==> src/rtl/plbi_pkg.sv <==
// Package with the shared types and constants of the parallel display bus interface.
`timescale 1ns / 1ps

package plbi_pkg;

    // Operation codes of an input item.
    typedef enum logic [2:0] {
        OP_CMD8       = 3'd0,
        OP_CMD16      = 3'd1,
        OP_DATA8      = 3'd2,
        OP_DATA16     = 3'd3,
        OP_BEGIN_READ = 3'd4,
        OP_READ_BYTE  = 3'd5,
        OP_END        = 3'd6
    } t_op;

    // Kinds of a result item.
    typedef enum logic [1:0] {
        KIND_WRITE   = 2'd0,
        KIND_READ    = 2'd1,
        KIND_RELEASE = 2'd2
    } t_kind;

    // Read assembly modes.
    typedef enum logic [1:0] {
        RMODE_BYTE   = 2'd0,
        RMODE_WORD   = 2'd1,
        RMODE_RGB565 = 2'd2
    } t_rmode;

    // One result item.
    typedef struct packed {
        t_kind       kind;
        logic        reg_select;
        logic [7:0]  bus_out;
        logic [15:0] read_word;
        logic        last;
    } t_result;

    localparam logic [7:0] RED_MASK   = 8'hF8;
    localparam logic [7:0] GREEN_MASK = 8'hFC;

    localparam int unsigned RES_BITS = $bits(t_result);

endpackage

==> src/rtl/parallel_lcd_bus_interface_top.sv <==
// Top level of the 8-bit 8080-style parallel display bus interface.
`timescale 1ns / 1ps

// Turns command, data and read items into the byte-level activity of an 8-bit
// 8080-style display bus. Command and data items become bus write cycles (register
// select low for commands, high for data); a 16-bit value becomes two write cycles,
// high byte first, or low byte first when the swap_byte_order register (address 0)
// is set. A begin-read item switches to read direction and discards the given number
// of dummy bytes; the read samples that follow are assembled into 8-bit words,
// 16-bit words or RGB565 words packed from three RGB888 bytes. An end item releases
// chip select and yields one release result. The block accepts one input item per
// clock cycle while the queue has room and produces one result item per cycle on
// its output while the receiver is ready: an item that yields two writes therefore
// puts two result items on the output, and that single-result-per-cycle output
// port sets the sustained rate. An accepted item waits in the input register and
// is then written into the four-entry result queue, after which its first result
// is offered. The input is held off while the queue, after the result taken in the
// same cycle, would have fewer than two free entries.
// The queue lets new items enter while earlier results still wait to be taken.
module parallel_lcd_bus_interface_top (
    input  logic        i_clk,
    input  logic        i_rst_n,
    // Input item stream.
    input  logic        s_axis_tvalid,
    output logic        s_axis_tready,
    // tdata, from bit 0: value[15:0], read_mode[17:16], dummy_count[21:18],
    // bus_byte[29:22], zero fill[31:30].
    input  logic [31:0] s_axis_tdata,
    // tuser, from bit 0: op[2:0].
    input  logic [2:0]  s_axis_tuser,
    // Result item stream.
    output logic        m_axis_tvalid,
    input  logic        m_axis_tready,
    // tdata, from bit 0: bus_out[7:0], read_word[23:8].
    output logic [23:0] m_axis_tdata,
    // tuser, from bit 0: kind[1:0], reg_select[2].
    output logic [2:0]  m_axis_tuser,
    output logic        m_axis_tlast,
    // Configuration port.
    input  logic        psel,
    input  logic        penable,
    input  logic        pwrite,
    input  logic [2:0]  paddr,
    input  logic [31:0] pwdata,
    output logic [31:0] prdata,
    output logic        pready
);

    localparam int unsigned QDEPTH = 4;
    localparam int unsigned QPTR_W = $clog2(QDEPTH);

    // ------------------------------------------------------------------
    // Configuration register.
    // ------------------------------------------------------------------
    logic r_swap;
    logic cfg_wr;

    assign pready = 1'b1;
    assign cfg_wr = psel && penable && pwrite && (paddr == 3'd0);
    assign prdata = (paddr == 3'd0) ? {31'd0, r_swap} : 32'd0;

    always_ff @(posedge i_clk) begin
        if (!i_rst_n) begin
            r_swap <= 1'b0;
        end else if (cfg_wr) begin
            r_swap <= pwdata[0];
        end
    end

    // ------------------------------------------------------------------
    // Input register.
    // ------------------------------------------------------------------
    logic        r_in_valid;
    logic [2:0]  r_in_op;
    logic [15:0] r_in_value;
    logic [1:0]  r_in_rmode;
    logic [3:0]  r_in_dcount;
    logic [7:0]  r_in_byte;
    logic        fire;
    logic        in_take;

    assign s_axis_tready = !r_in_valid || fire;
    assign in_take       = s_axis_tvalid && s_axis_tready;

    always_ff @(posedge i_clk) begin
        if (!i_rst_n) begin
            r_in_valid <= 1'b0;
        end else if (in_take) begin
            r_in_valid <= 1'b1;
        end else if (fire) begin
            r_in_valid <= 1'b0;
        end
    end

    always_ff @(posedge i_clk) begin
        if (in_take) begin
            r_in_op     <= s_axis_tuser;
            r_in_value  <= s_axis_tdata[15:0];
            r_in_rmode  <= s_axis_tdata[17:16];
            r_in_dcount <= s_axis_tdata[21:18];
            r_in_byte   <= s_axis_tdata[29:22];
        end
    end

    // ------------------------------------------------------------------
    // Bus state and item processing.
    // ------------------------------------------------------------------
    logic        r_reading;
    logic [1:0]  r_mode;
    logic [3:0]  r_dummies;
    logic [1:0]  r_phase;
    logic [7:0]  r_held [2];

    logic        n_reading;
    logic [1:0]  n_mode;
    logic [3:0]  n_dummies;
    logic [1:0]  n_phase;
    logic        held_we;
    logic        held_idx;

    plbi_pkg::t_result res0;
    plbi_pkg::t_result res1;
    logic [1:0]        npush;

    always_comb begin
        logic        rs;
        logic [15:0] w;
        n_reading = r_reading;
        n_mode    = r_mode;
        n_dummies = r_dummies;
        n_phase   = r_phase;
        held_we   = 1'b0;
        held_idx  = 1'b0;
        npush     = 2'd0;
        res0      = '0;
        res1      = '0;
        rs        = r_in_op[1];
        w         = 16'd0;
        case (plbi_pkg::t_op'(r_in_op))
            plbi_pkg::OP_CMD8, plbi_pkg::OP_DATA8: begin
                n_reading       = 1'b0;
                n_phase         = 2'd0;
                npush           = 2'd1;
                res0.kind       = plbi_pkg::KIND_WRITE;
                res0.reg_select = rs;
                res0.bus_out    = r_in_value[7:0];
                res0.last       = 1'b1;
            end
            plbi_pkg::OP_CMD16, plbi_pkg::OP_DATA16: begin
                n_reading       = 1'b0;
                n_phase         = 2'd0;
                npush           = 2'd2;
                res0.kind       = plbi_pkg::KIND_WRITE;
                res0.reg_select = rs;
                res0.bus_out    = r_swap ? r_in_value[7:0] : r_in_value[15:8];
                res1.kind       = plbi_pkg::KIND_WRITE;
                res1.reg_select = rs;
                res1.bus_out    = r_swap ? r_in_value[15:8] : r_in_value[7:0];
                res1.last       = 1'b1;
            end
            plbi_pkg::OP_BEGIN_READ: begin
                n_reading = 1'b1;
                n_mode    = r_in_rmode;
                n_dummies = r_in_dcount;
                n_phase   = 2'd0;
            end
            plbi_pkg::OP_READ_BYTE: begin
                if (r_reading) begin
                    if (r_dummies != 4'd0) begin
                        n_dummies = r_dummies - 4'd1;
                    end else if (r_mode == plbi_pkg::RMODE_WORD) begin
                        if (r_phase == 2'd0) begin
                            held_we  = 1'b1;
                            held_idx = 1'b0;
                            n_phase  = 2'd1;
                        end else begin
                            n_phase        = 2'd0;
                            w              = r_swap ? {r_in_byte, r_held[0]}
                                                    : {r_held[0], r_in_byte};
                            npush          = 2'd1;
                            res0.kind      = plbi_pkg::KIND_READ;
                            res0.read_word = w;
                            res0.last      = 1'b1;
                        end
                    end else if (r_mode == plbi_pkg::RMODE_RGB565) begin
                        if (r_phase != 2'd2) begin
                            held_we  = 1'b1;
                            held_idx = r_phase[0];
                            n_phase  = r_phase + 2'd1;
                        end else begin
                            // Red and green keep their top bits, blue its top five.
                            n_phase = 2'd0;
                            w = {r_held[0][7:3] & plbi_pkg::RED_MASK[7:3],
                                 r_held[1][7:2] & plbi_pkg::GREEN_MASK[7:2],
                                 r_in_byte[7:3]};
                            if (r_swap) begin
                                w = {w[7:0], w[15:8]};
                            end
                            npush          = 2'd1;
                            res0.kind      = plbi_pkg::KIND_READ;
                            res0.read_word = w;
                            res0.last      = 1'b1;
                        end
                    end else begin
                        // Byte mode, and the unused fourth mode behaves the same.
                        npush          = 2'd1;
                        res0.kind      = plbi_pkg::KIND_READ;
                        res0.read_word = {8'd0, r_in_byte};
                        res0.last      = 1'b1;
                    end
                end
            end
            plbi_pkg::OP_END: begin
                n_reading = 1'b0;
                n_dummies = 4'd0;
                n_phase   = 2'd0;
                npush     = 2'd1;
                res0.kind = plbi_pkg::KIND_RELEASE;
                res0.last = 1'b1;
            end
            default: begin
            end
        endcase
    end

    always_ff @(posedge i_clk) begin
        if (!i_rst_n) begin
            r_reading <= 1'b0;
            r_mode    <= 2'd0;
            r_dummies <= 4'd0;
            r_phase   <= 2'd0;
        end else if (fire) begin
            r_reading <= n_reading;
            r_mode    <= n_mode;
            r_dummies <= n_dummies;
            r_phase   <= n_phase;
        end
    end

    always_ff @(posedge i_clk) begin
        if (fire && held_we) begin
            r_held[held_idx] <= r_in_byte;
        end
    end

    // ------------------------------------------------------------------
    // Result queue: up to two pushes and one pop per cycle.
    // ------------------------------------------------------------------
    logic [plbi_pkg::RES_BITS-1:0] r_q [QDEPTH];
    logic [QPTR_W-1:0]             r_wptr;
    logic [QPTR_W-1:0]             r_rptr;
    logic [QPTR_W:0]               r_count;
    logic                          pop;
    logic [QPTR_W:0]               kept;
    plbi_pkg::t_result             head;

    assign pop  = m_axis_tvalid && m_axis_tready;
    assign kept = r_count - {{QPTR_W{1'b0}}, pop};
    // Room for the worst case of two results must exist before an item is processed.
    assign fire = r_in_valid && (kept <= (QPTR_W + 1)'(QDEPTH - 2));

    always_ff @(posedge i_clk) begin
        if (!i_rst_n) begin
            r_wptr  <= '0;
            r_rptr  <= '0;
            r_count <= '0;
        end else begin
            r_rptr  <= r_rptr + {{(QPTR_W-1){1'b0}}, pop};
            r_wptr  <= r_wptr + (fire ? npush[QPTR_W-1:0] : '0);
            r_count <= kept + (fire ? {{(QPTR_W-1){1'b0}}, npush} : '0);
        end
    end

    always_ff @(posedge i_clk) begin
        if (fire && (npush != 2'd0)) begin
            r_q[r_wptr] <= res0;
        end
        if (fire && (npush == 2'd2)) begin
            r_q[r_wptr + {{(QPTR_W-1){1'b0}}, 1'b1}] <= res1;
        end
    end

    assign head          = plbi_pkg::t_result'(r_q[r_rptr]);
    assign m_axis_tvalid = (r_count != '0);
    assign m_axis_tdata  = {head.read_word, head.bus_out};
    assign m_axis_tuser  = {head.reg_select, head.kind};
    assign m_axis_tlast  = head.last;

endmodule

==> config.mk <==
export PLATFORM = sky130hd
export DESIGN_NAME = parallel_lcd_bus_interface_top
export DESIGN_NICKNAME = d
export VERILOG_FILES = /design/src/rtl/plbi_pkg.sv /design/src/rtl/parallel_lcd_bus_interface_top.sv
export SDC_FILE = /design/constraint.sdc
export NUM_CORES = 1
export LEC_CHECK = 0
export BUFFER_PORTS_ARGS = -buffer_cell sky130_fd_sc_hd__buf_2
export CELL_PAD_IN_SITES_DETAIL_PLACEMENT = 0
export CELL_PAD_IN_SITES_GLOBAL_PLACEMENT = 1
export CORE_MARGIN = 4
export CORE_UTILIZATION = 45
export CTS_CLUSTER_SIZE = 30
export DETAILED_ROUTE_END_ITERATION = 10
export GPL_ROUTABILITY_DRIVEN = 0
export PLACE_DENSITY_LB_ADDON = 0.1
export SLEW_MARGIN = 20
export SYNTH_ARGS = -nofsm -noshare
export SYNTH_HDL_FRONTEND = slang
export SYNTH_SLANG_ARGS = --single-unit
==> constraint.sdc <==
create_clock -name i_clk -period 11.8 [get_ports i_clk]
set_input_delay 2.36 -clock i_clk [delete_from_list [all_inputs] [get_ports i_clk]]
set_output_delay 2.36 -clock i_clk [all_outputs]
set_load 0.005 [all_outputs]
# Yosys cells after proc, flatten, opt, wreduce, memory -nomap -nowiden
# Memories as Yosys holds them, arrays and structs flattened. A register that Yosys moved wholly into a read port is not among the register bits.
# Index checks and enable logic that the tools add are counted.
dict set report op_classes {
  add_sub_neg 7
  magnitude_cmp 1
  eq_ne 14
  n_mux 59
  reduce_logical 30
}
# op count
set ops {}
lappend ops {{17-bit two-way mux} 6}
lappend ops {{16-bit two-way mux} 3}
lappend ops {{1-bit two-way mux} 26}
lappend ops {{2-bit two-way mux} 12}
lappend ops {{9-bit case mux with 2 select lines} 1}
lappend ops {{8-bit two-way mux} 2}
lappend ops {{4-bit case mux with 3 select lines} 1}
lappend ops {{3-bit equality test (second input constant)} 3}
lappend ops {{1-bit logical AND} 9}
lappend ops {{9-bit two-way mux} 1}
lappend ops {{4-bit two-way mux} 2}
lappend ops {{2-bit inequality test (second input constant)} 4}
lappend ops {{2-bit case mux with 2 select lines} 2}
lappend ops {{2-bit nonzero test} 4}
lappend ops {{3-bit by 2-bit equality test with 1-bit output (second input constant)} 2}
lappend ops {{3-bit zero test} 2}
lappend ops {{2-bit case mux with 3 select lines} 1}
lappend ops {{3-bit nonzero test} 2}
lappend ops {{6-bit OR reduction} 1}
lappend ops {{5-bit AND reduction} 1}
lappend ops {{5-bit OR reduction} 1}
lappend ops {{2-bit by 1-bit adder with 2-bit output (second input constant)} 2}
lappend ops {{2-bit equality test (second input constant)} 2}
lappend ops {{1-bit case mux with 2 select lines} 2}
lappend ops {{17 further kinds} 19}
dict set report totals {
  register_bits 51
  ram_bits 128
  inputBits 77
  out_inout_bits 63
  wordCells 127
  mem_count 2
}
# memory words word_bits rd rd_clocked_by_memory_dff write_ports line_no
set mem_list {}
lappend mem_list {r_q 4 28 1 1 2 parallel_lcd_bus_interface_top.sv:249} ;# logic [plbi_pkg::RES_BITS-1:0] r_q [QDEPTH];
lappend mem_list {r_held 2 8 2 0 1 parallel_lcd_bus_interface_top.sv:112} ;# logic [7:0] r_held [2];

# Logic depth before layout (Yosys ltp)
# Gate-level depths: netlist of the first run.
dict set report logic_depth {
  depth_word 11
  depth_mapped 13
  mapped_depth_nobuf 12
}

# Worst setup path before layout of the first run
# No wires, ideal clock.
dict set report synth_path {
  path_type {in2out}
  start {input port m_axis_tready}
  end {output port s_axis_tready}
  arrival_time_ps 3539
  t_required_ps 9440
  path_slack_ps 5901
  cell_stages 7
  path_buffers 1
  cell_sequence {and2_1 ha_1 ha_1 or2_2 buf_2 nand2_1 nand2_1}
}
dict set report synth_between {
  elab_chain_cells 5
}
# element line_no
set synth_rtl {}
lappend synth_rtl {{start, declared} parallel_lcd_bus_interface_top.sv:33} ;# input logic m_axis_tready,
lappend synth_rtl {{1-bit logical AND} parallel_lcd_bus_interface_top.sv:257} ;# assign pop = m_axis_tvalid && m_axis_tready;
lappend synth_rtl {{3-bit by 1-bit subtractor with 3-bit output} parallel_lcd_bus_interface_top.sv:258} ;# assign kept = r_count - {{QPTR_W{1'b0}}, pop};
lappend synth_rtl {{3-bit by 2-bit <= comparator with 1-bit output} parallel_lcd_bus_interface_top.sv:260} ;# assign fire = r_in_valid && (kept <= (QPTR_W + 1)'(QDEPTH - 2));
lappend synth_rtl {{1-bit logical AND} parallel_lcd_bus_interface_top.sv:260}
lappend synth_rtl {{1-bit logical OR} parallel_lcd_bus_interface_top.sv:82} ;# assign s_axis_tready = !r_in_valid || fire;
lappend synth_rtl {{end, declared} parallel_lcd_bus_interface_top.sv:25} ;# output logic s_axis_tready,
# No other way between the ends.

# Final worst setup path of the first run
# Ends and elaborated chain as after synthesis.

==> results of run 1 <==
## worst reg2reg max path, stage by stage (launching register included)
cell and delay, ns:
sky130_fd_sc_hd__dfxtp_1 0.38, sky130_fd_sc_hd__or3_1 0.40, sky130_fd_sc_hd__and2_1 0.19, sky130_fd_sc_hd__ha_1 0.18
sky130_fd_sc_hd__ha_1 0.26, sky130_fd_sc_hd__xor2_1 0.22, sky130_fd_sc_hd__nor3_1 0.49, sky130_fd_sc_hd__nand2_1 0.75
sky130_fd_sc_hd__nand2_1 0.82
## state kept, by name, summed over array words and instances, names as in the netlist
register	cells
r_q	112
r_dummies	4
r_reading	1
r_in_rmode	2
r_phase	2
r_in_value	16
r_in_valid	1
r_wptr	2
r_mode	2
r_swap	1
r_count	3
r_in_dcount	4
r_held	14
r_in_op	3
r_rptr	2
r_in_byte	8
## layout make-up
cell class	count	area share (%)
tap	260	3.39
multi-input combinational	584	39.5
clock inverter	10	0.925
timing repair buffer	86	4.79
clock buffer	22	4.63
sequential	177	46.0
inverter	18	0.704
## power groups by stage
stage	logic, W	clock network, W	registers [W]
floorplan	0.000253	0	0.000725
global placement	0.000326	0	0.000745
detailed placement	0.000331	0	0.000747
CTS	0.000332	0.000529	0.000734
global route	0.000362	0.000556	0.000739
finish	0.000327	0.000522	0.000733
## Yosys cell counts (2+ instances only)
master,instances
sky130_fd_sc_hd__nand2_1,177
sky130_fd_sc_hd__dfxtp_1,90
sky130_fd_sc_hd__edfxtp_1,87
sky130_fd_sc_hd__o21ai_0,53
sky130_fd_sc_hd__nand3_1,48
sky130_fd_sc_hd__a21oi_1,44
sky130_fd_sc_hd__mux2i_1,41
sky130_fd_sc_hd__buf_4,36
sky130_fd_sc_hd__mux4_2,28
sky130_fd_sc_hd__buf_2,27
sky130_fd_sc_hd__nor2_1,24
sky130_fd_sc_hd__inv_1,18
sky130_fd_sc_hd__clkbuf_1,16
sky130_fd_sc_hd__and2_1,9
sky130_fd_sc_hd__ha_1,8
sky130_fd_sc_hd__nand2b_1,8
sky130_fd_sc_hd__nor2b_1,8
sky130_fd_sc_hd__o21a_1,8
sky130_fd_sc_hd__nor3_1,7
sky130_fd_sc_hd__o22ai_1,7
sky130_fd_sc_hd__o211a_1,6
sky130_fd_sc_hd__o21ai_1,5
sky130_fd_sc_hd__buf_6,4
sky130_fd_sc_hd__nand4_1,4
sky130_fd_sc_hd__or3_1,4
sky130_fd_sc_hd__xor2_1,4
sky130_fd_sc_hd__a21boi_0,3
sky130_fd_sc_hd__a32o_1,3
sky130_fd_sc_hd__nor3_2,3
sky130_fd_sc_hd__o211ai_2,3
sky130_fd_sc_hd__o22a_1,3
sky130_fd_sc_hd__o2bb2ai_1,3
sky130_fd_sc_hd__xnor2_1,3
sky130_fd_sc_hd__a22oi_1,2
sky130_fd_sc_hd__and4_1,2
sky130_fd_sc_hd__conb_1,2
sky130_fd_sc_hd__nand3b_1,2
sky130_fd_sc_hd__nor2_2,2
sky130_fd_sc_hd__nor3b_1,2
sky130_fd_sc_hd__o21ai_2,2
sky130_fd_sc_hd__o311a_1,2
sky130_fd_sc_hd__or2_2,2
sky130_fd_sc_hd__or2b_1,2
## per-stage QoR
stage          cells  hold slack [ns]  total power (W)  area, µm²  worst slack (ns)
6_report        1157            0.450          0.00158       9600              5.59
5_1_grt         1157            0.477          0.00166       9600              5.52
4_1_cts         1157            0.452          0.00159       9600              5.58
3_5_place_dp    1125            0.442          0.00108       9060              5.58
3_3_place_gp    1125            0.439          0.00107       9060              5.61
2_1_floorplan    863            0.429         0.000978       8780              5.90
## cell families after synthesis
group | Yosys count
other | 2
AOI/OAI and AO/OA | 153
adders and majority gates | 9
buffers and inverters | 102
xor gates and xnor gates | 8
DFF | 177
and+or+nand+nor | 312
muxes | 70
## metal layers
| metal | part of all wire, % | track usage, % | wire (µm) |
|---|---|---|---|
| met1 | 42 | 27.0 | 9620 |
| met2 | 50 | 36.8 | 11500 |
| met3 | 5.4 | 3.98 | 1250 |
| met4 | 3.0 | 8.42 | 693 |
| met5 | 0 | 0 | 0 |
## final timing paths
check / slack (ns) / startpoint / cells past startpoint / endpoint
hold / removal: 0.45 / r_q[2][15] / 2 / r_q[2][15]
setup / recovery: 5.59 / m_axis_tready / 8 / s_axis_tready
setup reg to reg: 7.73 / r_count[2] / 8 / r_q[0][23]
hold reg to reg: 0.45 / r_q[2][15] / 2 / r_q[2][15]
==> results.json, run 1 <==
{
  "clk_path_buf_depth": 2,
  "report.final.setup_viol": 0,
  "power_density_mw_per_mm2": 165,
  "synth_top_cell_by_area": "sky130_fd_sc_hd__edfxtp_1",
  "rsz0062_at_grt": "no",
  "switching_share_pct": 29.6,
  "fmaxAchievable_mhz": 161,
  "combPwrFrac_pct": 20.7,
  "synth_ff_type": "sky130_fd_sc_hd__dfxtp_1",
  "synthDominantCellAreaShare_pct": 30.2,
  "cts_setup_buffers": 0,
  "overflow": 0,
  "min_delay_worst_type": "flip-flop to flip-flop",
  "totalWireLength_mm": 23.1,
  "core-area_mm2": 0.0188,
  "antenna_found_initial": 0,
  "io_buffers": 74,
  "required_ns": 9.44,
  "clock_sink_total": 177,
  "power.net_switching_w": 0.000468,
  "die_w_um": 147,
  "all_layer_global_routing_usage_pct": 21.5,
  "final-hold-violation-count": 0,
  "post_cts.resized_instances": 0,
  "nFillCells": 1726,
  "io-pin-count": 140,
  "multiInputGateArea_mm2": 0.00380,
  "first_global_vias": 6290,
  "die_y_um": 147,
  "detail_route.drc_violations": 0,
  "yosys.cell_types.count": 64,
  "cts_hold_buffers": 0,
  "clock_latency_ns": 0.44,
  "largest_net_degree_at_the_start_of_global_routing": 47,
  "starting_density_of_the_core_pct": 46.0,
  "vias": 6386,
  "ir_drop_mv": 0.0946,
  "layout.cells.most_common": "sky130_fd_sc_hd__nand2_1",
  "maxSlewHeadroom_pct": 28.3,
  "crit_path_max_fanout": 7,
  "synth-xor-area-share_pct": 1.03,
  "final_antenna_violating_net_count": 0,
  "final.setup_skew_ns": 0.0154,
  "cell_internal_pwr_w": 0.00111,
  "n_antenna_cell": 0,
  "cts-root-buf": "sky130_fd_sc_hd__clkbuf_16",
  "utilization_pct": 51.0,
  "cts_htree_levels": 4,
  "warning_count_from_the_yosys_run": 0,
  "tritoncts.num_buffers": 17,
  "post-dp-hpwl_mm": 14.9,
  "fin_crit_sh_pct": 52.6,
  "maxCapViolations": 0,
  "grt_pass1_wl_mm": 35.4,
  "commonest_cells_after_routing_fill_and_taps_aside": "177 x sky130_fd_sc_hd__nand2_1, 87 x sky130_fd_sc_hd__dfxtp_1, 87 x sky130_fd_sc_hd__edfxtp_1",
  "synth-adder-area-share_pct": 1.39,
  "delay_of_the_slowest_critical_path_stage_ns": 0.35,
  "drt_iter0_drc": 615,
  "cp_slowest_cell": "sky130_fd_sc_hd__or2_2",
  "fin_setup_tns_ns": 0,
  "synth-compound-area-share_pct": 11.1,
  "area_of_the_mapped_netlist_mm2": 0.00866,
  "yosys.area_share.simple_pct": 16.5,
  "vias_per_cell": 5.52,
  "proportion_of_power_drawn_by_the_clock_network_pct": 33.0,
  "die_area_mm2": 0.0215,
  "postSynthAreaPerCell_um2": 10.4,
  "final_layout_size_suffix_gt1_share_pct": 18.4,
  "p_seq_share_pct": 46.4,
  "detail_route.wl_per_cell_um": 19.9,
  "final_period_minus_worst_setup_slack_ns": 6.21,
  "crit_path_leading_delay_family": "simple AND/OR/NAND/NOR gates",
  "leakage_nw": 3.60,
  "startpoint_type": "input port",
  "multiplexer_share_of_the_synthesized_area_pct": 12.2,
  "rows": 50,
  "cell_breakdown_of_the_critical_path": "buf_2, and2_1, ha_1, ha_1, or2_2, nand2_1, nand2_1, buf_2",
  "cts_tree": "built",
  "final-max-slew-violation-count": 0,
  "timing.setup.critical_path_class": "input port to output pin",
  "critPathBufInv": 2,
  "layout.area.seq_mm2": 0.00442,
  "syn_inst": 833,
  "cts.clk_slew.worst_paths_ns": 0.06,
  "drt_pre_antenna_iters": 7,
  "ys_seq_elements": 177,
  "synth_area_leaders": "sky130_fd_sc_hd__edfxtp_1 30%, sky130_fd_sc_hd__dfxtp_1 21%, sky130_fd_sc_hd__nand2_1 7.7%, sky130_fd_sc_hd__mux4_2 7.3%, sky130_fd_sc_hd__mux2i_1 4.7%",
  "layout.nets": 970,
  "outcome": "completed",
  "cp_data_arrival_time_ns": 3.85,
  "end_kind": "output pin",
  "synth.yosys.seq_area_share_pct": 50.9,
  "asyncSetResetFlopFracSynth_pct": 0,
  "dominant_combinational_cell_family_by_area_after_synthesis": "simple AND/OR/NAND/NOR gates",
  "max_slew.worst_pin.slew_ns": 1.07,
  "layout-area-overhead-vs-synth_pct": 10.8,
  "synth_enable_flop_cells": 87
}
Power figures use the tool's default switching activity.
==> run 2: changes to the inputs <==
- ABC_AREA: not set -> 1
- CORE_UTILIZATION: 45 -> 42
- clock period: 11.8 -> 6.1 ns (I/O delays scaled with it)
==> results.json, run 2 <==
{
  "cell_breakdown_of_the_critical_path": "nand2_2, clkinv_1, nand2_1, nor2_2, buf_4, nand2_2, nand3_4, nand3_4, nand2_1",
  "rsz0062_at_grt": "no",
  "detail_route.wl_per_cell_um": 16.0,
  "vias": 7773,
  "all_layer_global_routing_usage_pct": 20.9,
  "layout.cells.most_common": "sky130_fd_sc_hd__nand2_1",
  "final-hold-violation-count": 0,
  "core-area_mm2": 0.0220,
  "fmaxAchievable_mhz": 261,
  "synthDominantCellAreaShare_pct": 27.8,
  "timing.setup.critical_path_class": "flip-flop to flip-flop",
  "synth.yosys.seq_area_share_pct": 46.9,
  "nFillCells": 2213,
  "cp_slowest_cell": "sky130_fd_sc_hd__edfxtp_1",
  "outcome": "completed",
  "clk_path_buf_depth": 2,
  "delay_of_the_slowest_critical_path_stage_ns": 0.71,
  "warning_count_from_the_yosys_run": 0,
  "cell_internal_pwr_w": 0.00256,
  "largest_reg_flops": 112,
  "postSynthAreaPerCell_um2": 7.60,
  "required_ns": 6.17,
  "ys_seq_elements": 177,
  "leading_post_synthesis_cells_by_instance_count": "316 x sky130_fd_sc_hd__nand2_1, 158 x sky130_fd_sc_hd__inv_1, 150 x sky130_fd_sc_hd__nor2_1, 90 x sky130_fd_sc_hd__dfxtp_1",
  "crit_path_max_fanout": 43,
  "fin_crit_sh_pct": 62.8,
  "cts.clk_slew.worst_paths_ns": 0.07,
  "final-max-slew-violation-count": 0,
  "switching_share_pct": 37.4,
  "synthMostInstantiatedCell": "sky130_fd_sc_hd__nand2_1",
  "routed-wl-met3_mm": 1.24,
  "wl_met1_mm": 11.8,
  "layout.nets": 1355,
  "n_antenna_cell": 0,
  "post-dp-hpwl_mm": 15.6,
  "overflow": 0,
  "cts_hold_buffers": 0,
  "synth_ff_type": "sky130_fd_sc_hd__dfxtp_1",
  "synth_area_leaders": "sky130_fd_sc_hd__edfxtp_1 28%, sky130_fd_sc_hd__dfxtp_1 19%, sky130_fd_sc_hd__nand2_1 13%, sky130_fd_sc_hd__inv_1 6.3%, sky130_fd_sc_hd__nor2_1 6.0%",
  "die_area_mm2": 0.0249,
  "power.net_switching_w": 0.00153,
  "post_cts.resized_instances": 0,
  "cts_setup_buffers": 0,
  "cts_htree_levels": 4,
  "cp_data_arrival_time_ns": 3.90,
  "area_of_the_mapped_netlist_mm2": 0.00941,
  "p_seq_share_pct": 40.3,
  "layout-area-overhead-vs-synth_pct": 9.21,
  "detail_route.drc_violations": 0,
  "proportion_of_power_drawn_by_the_clock_network_pct": 26.7,
  "report.final.setup_viol": 0,
  "top_register": "r_q",
  "first_global_vias": 7300,
  "leakage_nw": 5.24,
  "tritoncts.num_buffers": 17,
  "largest_net_degree_at_the_start_of_global_routing": 47,
  "ff2ff_path_depth": 9,
  "commonest_cells_after_routing_fill_and_taps_aside": "316 x sky130_fd_sc_hd__nand2_1, 157 x sky130_fd_sc_hd__inv_1, 150 x sky130_fd_sc_hd__nor2_1",
  "io_buffers": 74,
  "dr_wl_met2_mm": 11.9,
  "syn_inst": 1238,
  "io-pin-count": 140,
  "startpoint_type": "flip-flop",
  "final_antenna_violating_net_count": 0,
  "totalWireLength_mm": 25.1,
  "rows": 54,
  "starting_density_of_the_core_pct": 42.9,
  "combPwrFrac_pct": 33.0,
  "die_y_um": 158,
  "ir_drop_mv": 0.184,
  "yosys.cell_types.count": 40,
  "final_period_minus_worst_setup_slack_ns": 3.83,
  "grt_pass1_wl_mm": 40.3,
  "final.setup_skew_ns": 0.0135,
  "antenna_found_initial": 0,
  "utilization_pct": 46.8,
  "die_w_um": 158,
  "reg.largest.list": "r_q x112, r_in_value x16, r_held x14",
  "vias_per_cell": 4.98,
  "min_delay_worst_type": "flip-flop to flip-flop",
  "power_density_mw_per_mm2": 398,
  "cts_tree": "built",
  "final_layout_size_suffix_gt1_share_pct": 12.2,
  "maxSlewHeadroom_pct": 30.6,
  "maxCapViolations": 0,
  "synth_top_cell_by_area": "sky130_fd_sc_hd__edfxtp_1",
  "drt_iter0_drc": 502,
  "drt_pre_antenna_iters": 5,
  "routed.top_layer": "met4",
  "cts-root-buf": "sky130_fd_sc_hd__clkbuf_16",
  "fin_setup_tns_ns": 0,
  "clock_sink_total": 177,
  "asyncSetResetFlopFracSynth_pct": 0,
  "clock_latency_ns": 0.44,
  "max_slew.worst_pin.slew_ns": 1.04,
  "whs_path_depth": 2,
  "end_kind": "flip-flop",
  "synth_enable_flop_cells": 87
}
==> run 2: cell count changes after synthesis, sizes merged, moves of 15 or more <==
cell and change:
nand4 +36, o21ai +24, mux4 -28, mux2i -41
o22ai +32, nand3 -15, clkbuf +18, inv +143
a21oi +42, nand2 +147, nor2 +124
==> run 2: worst paths after layout <==
| kind | startpoint | end | slack [ns] |
|---|---|---|---|
| min reg2reg | r_mode[1] | r_mode[1] | 0.49 |
| max reg2reg | r_in_op[2] | r_q[3][22] | 2.27 |
| min | r_mode[1] | r_mode[1] | 0.49 |
| max | r_in_op[2] | r_q[3][22] | 2.27 |
==> run 2: power groups by stage <==
| stage | sequential [W] | combinational [W] | clock (W) |
|---|---|---|---|
| 2_1_floorplan | 0.00164 | 0.000989 | 0 |
| 3_3_place_gp | 0.00167 | 0.00136 | 0 |
| 3_5_place_dp | 0.00168 | 0.00136 | 0 |
| 4_1_cts | 0.00165 | 0.00137 | 0.00111 |
| 5_1_grt | 0.00168 | 0.00158 | 0.00117 |
| 6_report | 0.00165 | 0.00135 | 0.00109 |
==> run 2: cell families after synthesis <==
family / count (synthesis) / synth area share, %
xor gates and xnor gates: 4 / 0.372
other: 2 / 0.0798
buffers and inverters: 270 / 13.6
AOI/OAI and AO/OA: 217 / 12.8
DFF: 177 / 46.9
adders and majority gates: 9 / 1.28
and+or+nand+nor: 559 / 25.0
==> run 2: routing by layer <==
metal | global-route usage, % | vias to the layer above
met1 | 29.1 | 3574
met5 | 0 | -
met3 | 3.14 | 12
met4 | 4.14 | 0
li1 | - | 3988
met2 | 34.9 | 199
==> run 2: critical path, delay by kind of cell, from the launching register on <==
| kind | cells | cell delay (ns) |
|---|---|---|
| DFF | 1 | 0.71 |
| and+or+nand+nor | 7 | 2.39 |
| buffers and inverters | 2 | 0.34 |
==> run 2: metrics by stage <==
stage          area, µm²  power, W  setup WS (ns)  hold slack, ns  std cells
6_report           10300   0.00409           2.27           0.485       1562
5_1_grt            10300   0.00443           1.86           0.519       1562
3_3_place_gp        9690   0.00302           1.82           0.472       1530
2_1_floorplan       9520   0.00263           1.47           0.451       1268
4_1_cts            10300   0.00413           2.23           0.484       1562
3_5_place_dp        9690   0.00304           1.79           0.474       1530
==> run 2: area by class of cell <==
| cell class | instances | area [µm²] | share of cell area, % |
|---|---|---|---|
| Tap cell | 280 | 350 | 3.41 |
| Inverter | 165 | 621 | 6.04 |
| Clock buffer | 17 | 425 | 4.14 |
| Multi-Input combinational cell | 821 | 3840 | 37.4 |
| Timing Repair Buffer | 87 | 468 | 4.55 |
| Sequential cell | 177 | 4410 | 43.0 |
| Clock inverter | 15 | 158 | 1.53 |
==> run 3: changes to the inputs <==
- CORE_UTILIZATION: 42 -> 38
- clock period: 6.1 -> 3.1 ns (I/O delays scaled with it)
==> results.json, run 3 (synthesis results as in run 2) <==
{
  "outcome": "completed",
  "first_global_vias": 7259,
  "detail_route.wl_per_cell_um": 15.6,
  "final_layout_size_suffix_gt1_share_pct": 13.8,
  "io_buffers": 74,
  "startpoint_type": "flip-flop",
  "instances_no_fill": 1631,
  "overflow": 0,
  "top_register": "r_q",
  "routed.top_layer": "met4",
  "die_w_um": 165,
  "all_layer_global_routing_usage_pct": 19.2,
  "reg.largest.list": "r_q x112, r_in_value x16, r_held x14",
  "fin_setup_tns_ns": 0,
  "wl_met1_mm": 12.3,
  "timing.setup.critical_path_class": "flip-flop to output pin",
  "starting_density_of_the_core_pct": 38.7,
  "final-max-slew-violation-count": 0,
  "vias_per_cell": 4.71,
  "cts_setup_buffers": 0,
  "fmaxAchievable_mhz": 366,
  "core-area_mm2": 0.0243,
  "maxSlewHeadroom_pct": 53.3,
  "antenna_found_initial": 0,
  "io-pin-count": 140,
  "layout.nets": 1380,
  "clock_sink_total": 177,
  "grt_pass1_wl_mm": 40.2,
  "cts.clk_slew.worst_paths_ns": 0.07,
  "power_density_mw_per_mm2": 783,
  "die_area_mm2": 0.0273,
  "final_antenna_violating_net_count": 0,
  "maxCapViolations": 0,
  "final_period_minus_worst_setup_slack_ns": 2.73,
  "totalWireLength_mm": 25.5,
  "cts_hold_buffers": 0,
  "report.final.setup_viol": 0,
  "rsz0062_at_grt": "no",
  "fin_crit_sh_pct": 88.2,
  "clock_latency_ns": 0.43,
  "cts_htree_levels": 4,
  "reg2reg_slack_ns": 0.46,
  "cts_tree": "built",
  "post_cts.resized_instances": 0,
  "post-dp-hpwl_mm": 16.7,
  "cp_data_arrival_time_ns": 2.11,
  "tritoncts.num_buffers": 17,
  "cts-root-buf": "sky130_fd_sc_hd__clkbuf_16",
  "layout-area-overhead-vs-synth_pct": 13.0,
  "detail_route.drc_violations": 0,
  "ir_drop_mv": 0.323,
  "max_slew.worst_pin.slew_ns": 0.693,
  "layout.cells.most_common": "sky130_fd_sc_hd__nand2_1",
  "drt_iter0_drc": 392,
  "largest_reg_flops": 112,
  "rows": 57,
  "clk_path_buf_depth": 2,
  "leakage_nw": 5.40,
  "final-hold-violation-count": 0,
  "routed-wl-met3_mm": 1.04,
  "dr_wl_met2_mm": 11.9,
  "die_y_um": 165,
  "final.setup_skew_ns": 0.0113,
  "commonest_cells_after_routing_fill_and_taps_aside": "316 x sky130_fd_sc_hd__nand2_1, 157 x sky130_fd_sc_hd__inv_1, 150 x sky130_fd_sc_hd__nor2_1",
  "placed_cells": 1599,
  "required_ns": 2.48,
  "min_delay_worst_type": "input port to flip-flop",
  "largest_net_degree_at_the_start_of_global_routing": 50,
  "n_antenna_cell": 0,
  "drt_pre_antenna_iters": 6,
  "crit_path_max_fanout": 2,
  "end_kind": "output pin",
  "vias": 7688
}
[run 3: cell count changes in the layout (fill, tap and decap cells not counted)]
cell / delta
sky130_fd_sc_hd__buf_4: +21
sky130_fd_sc_hd__buf_12: +4
sky130_fd_sc_hd__bufinv_16: +4
sky130_fd_sc_hd__inv_8: -4
sky130_fd_sc_hd__clkinv_1: +1
sky130_fd_sc_hd__clkinv_8: -1
sky130_fd_sc_hd__clkinvlp_2: +1
sky130_fd_sc_hd__inv_2: -1
[run 3: power breakdown]
group,internal [W],switching [W]
Sequential,0.00300,0.000224
Clock,0.00138,0.00100
Combinational,0.00101,0.00172
[run 3: per-layer routing]
layer | vias to the layer above | global-route usage [%]
met3 | 19 | 3.92
met1 | 3476 | 26.2
met2 | 143 | 31.5
met4 | 0 | 4.20
met5 | - | 0
li1 | 4050 | -
[run 3: worst max-delay path, stage by stage, from the launching register on]
cell                      delay (ns)
sky130_fd_sc_hd__dfxtp_1        0.30
sky130_fd_sc_hd__inv_1          0.07
sky130_fd_sc_hd__nand3_1        0.09
sky130_fd_sc_hd__and2_1         0.17
sky130_fd_sc_hd__ha_1           0.18
sky130_fd_sc_hd__ha_1           0.31
sky130_fd_sc_hd__nor2_1         0.23
sky130_fd_sc_hd__o21ai_0        0.18
sky130_fd_sc_hd__buf_2          0.16
[run 3: final timing paths]
check | from | endpoint | cells past startpoint
worst min-delay path | s_axis_tdata[26] | r_in_byte[4] | 1
worst min register to register | r_mode[0] | r_mode[0] | 2
worst max register to register | r_count[1] | r_q[1][24] | 11
worst max-delay path | r_count[1] | s_axis_tready | 8
[run 3: stage by stage]
| step | total power (W) | hold slack, ns | instance area [µm²] | utilization, % | setup slack, ns |
|---|---|---|---|---|---|
| after global placement | 0.00602 | 0.476 | 9990 | 41.1 | 0.195 |
| after floorplan | 0.00518 | 0.451 | 9530 | - | 0.0267 |
| after detailed placement | 0.00604 | 0.476 | 9990 | 41.1 | 0.195 |
| after CTS | 0.00845 | 0.335 | 10600 | 43.7 | 0.316 |
| after global routing | 0.00899 | 0.333 | 10600 | 43.7 | 0.134 |
| final | 0.00833 | 0.359 | 10600 | 43.7 | 0.366 |
[run 3: area by class of cell]
type	instances	area (µm²)
Clock inverter	15	221
Sequential cell	177	4410
Fill cell	2531	13700
Inverter	165	621
Clock buffer	17	425
Tap cell	324	405
Multi-Input combinational cell	821	3840
Timing Repair Buffer	112	706
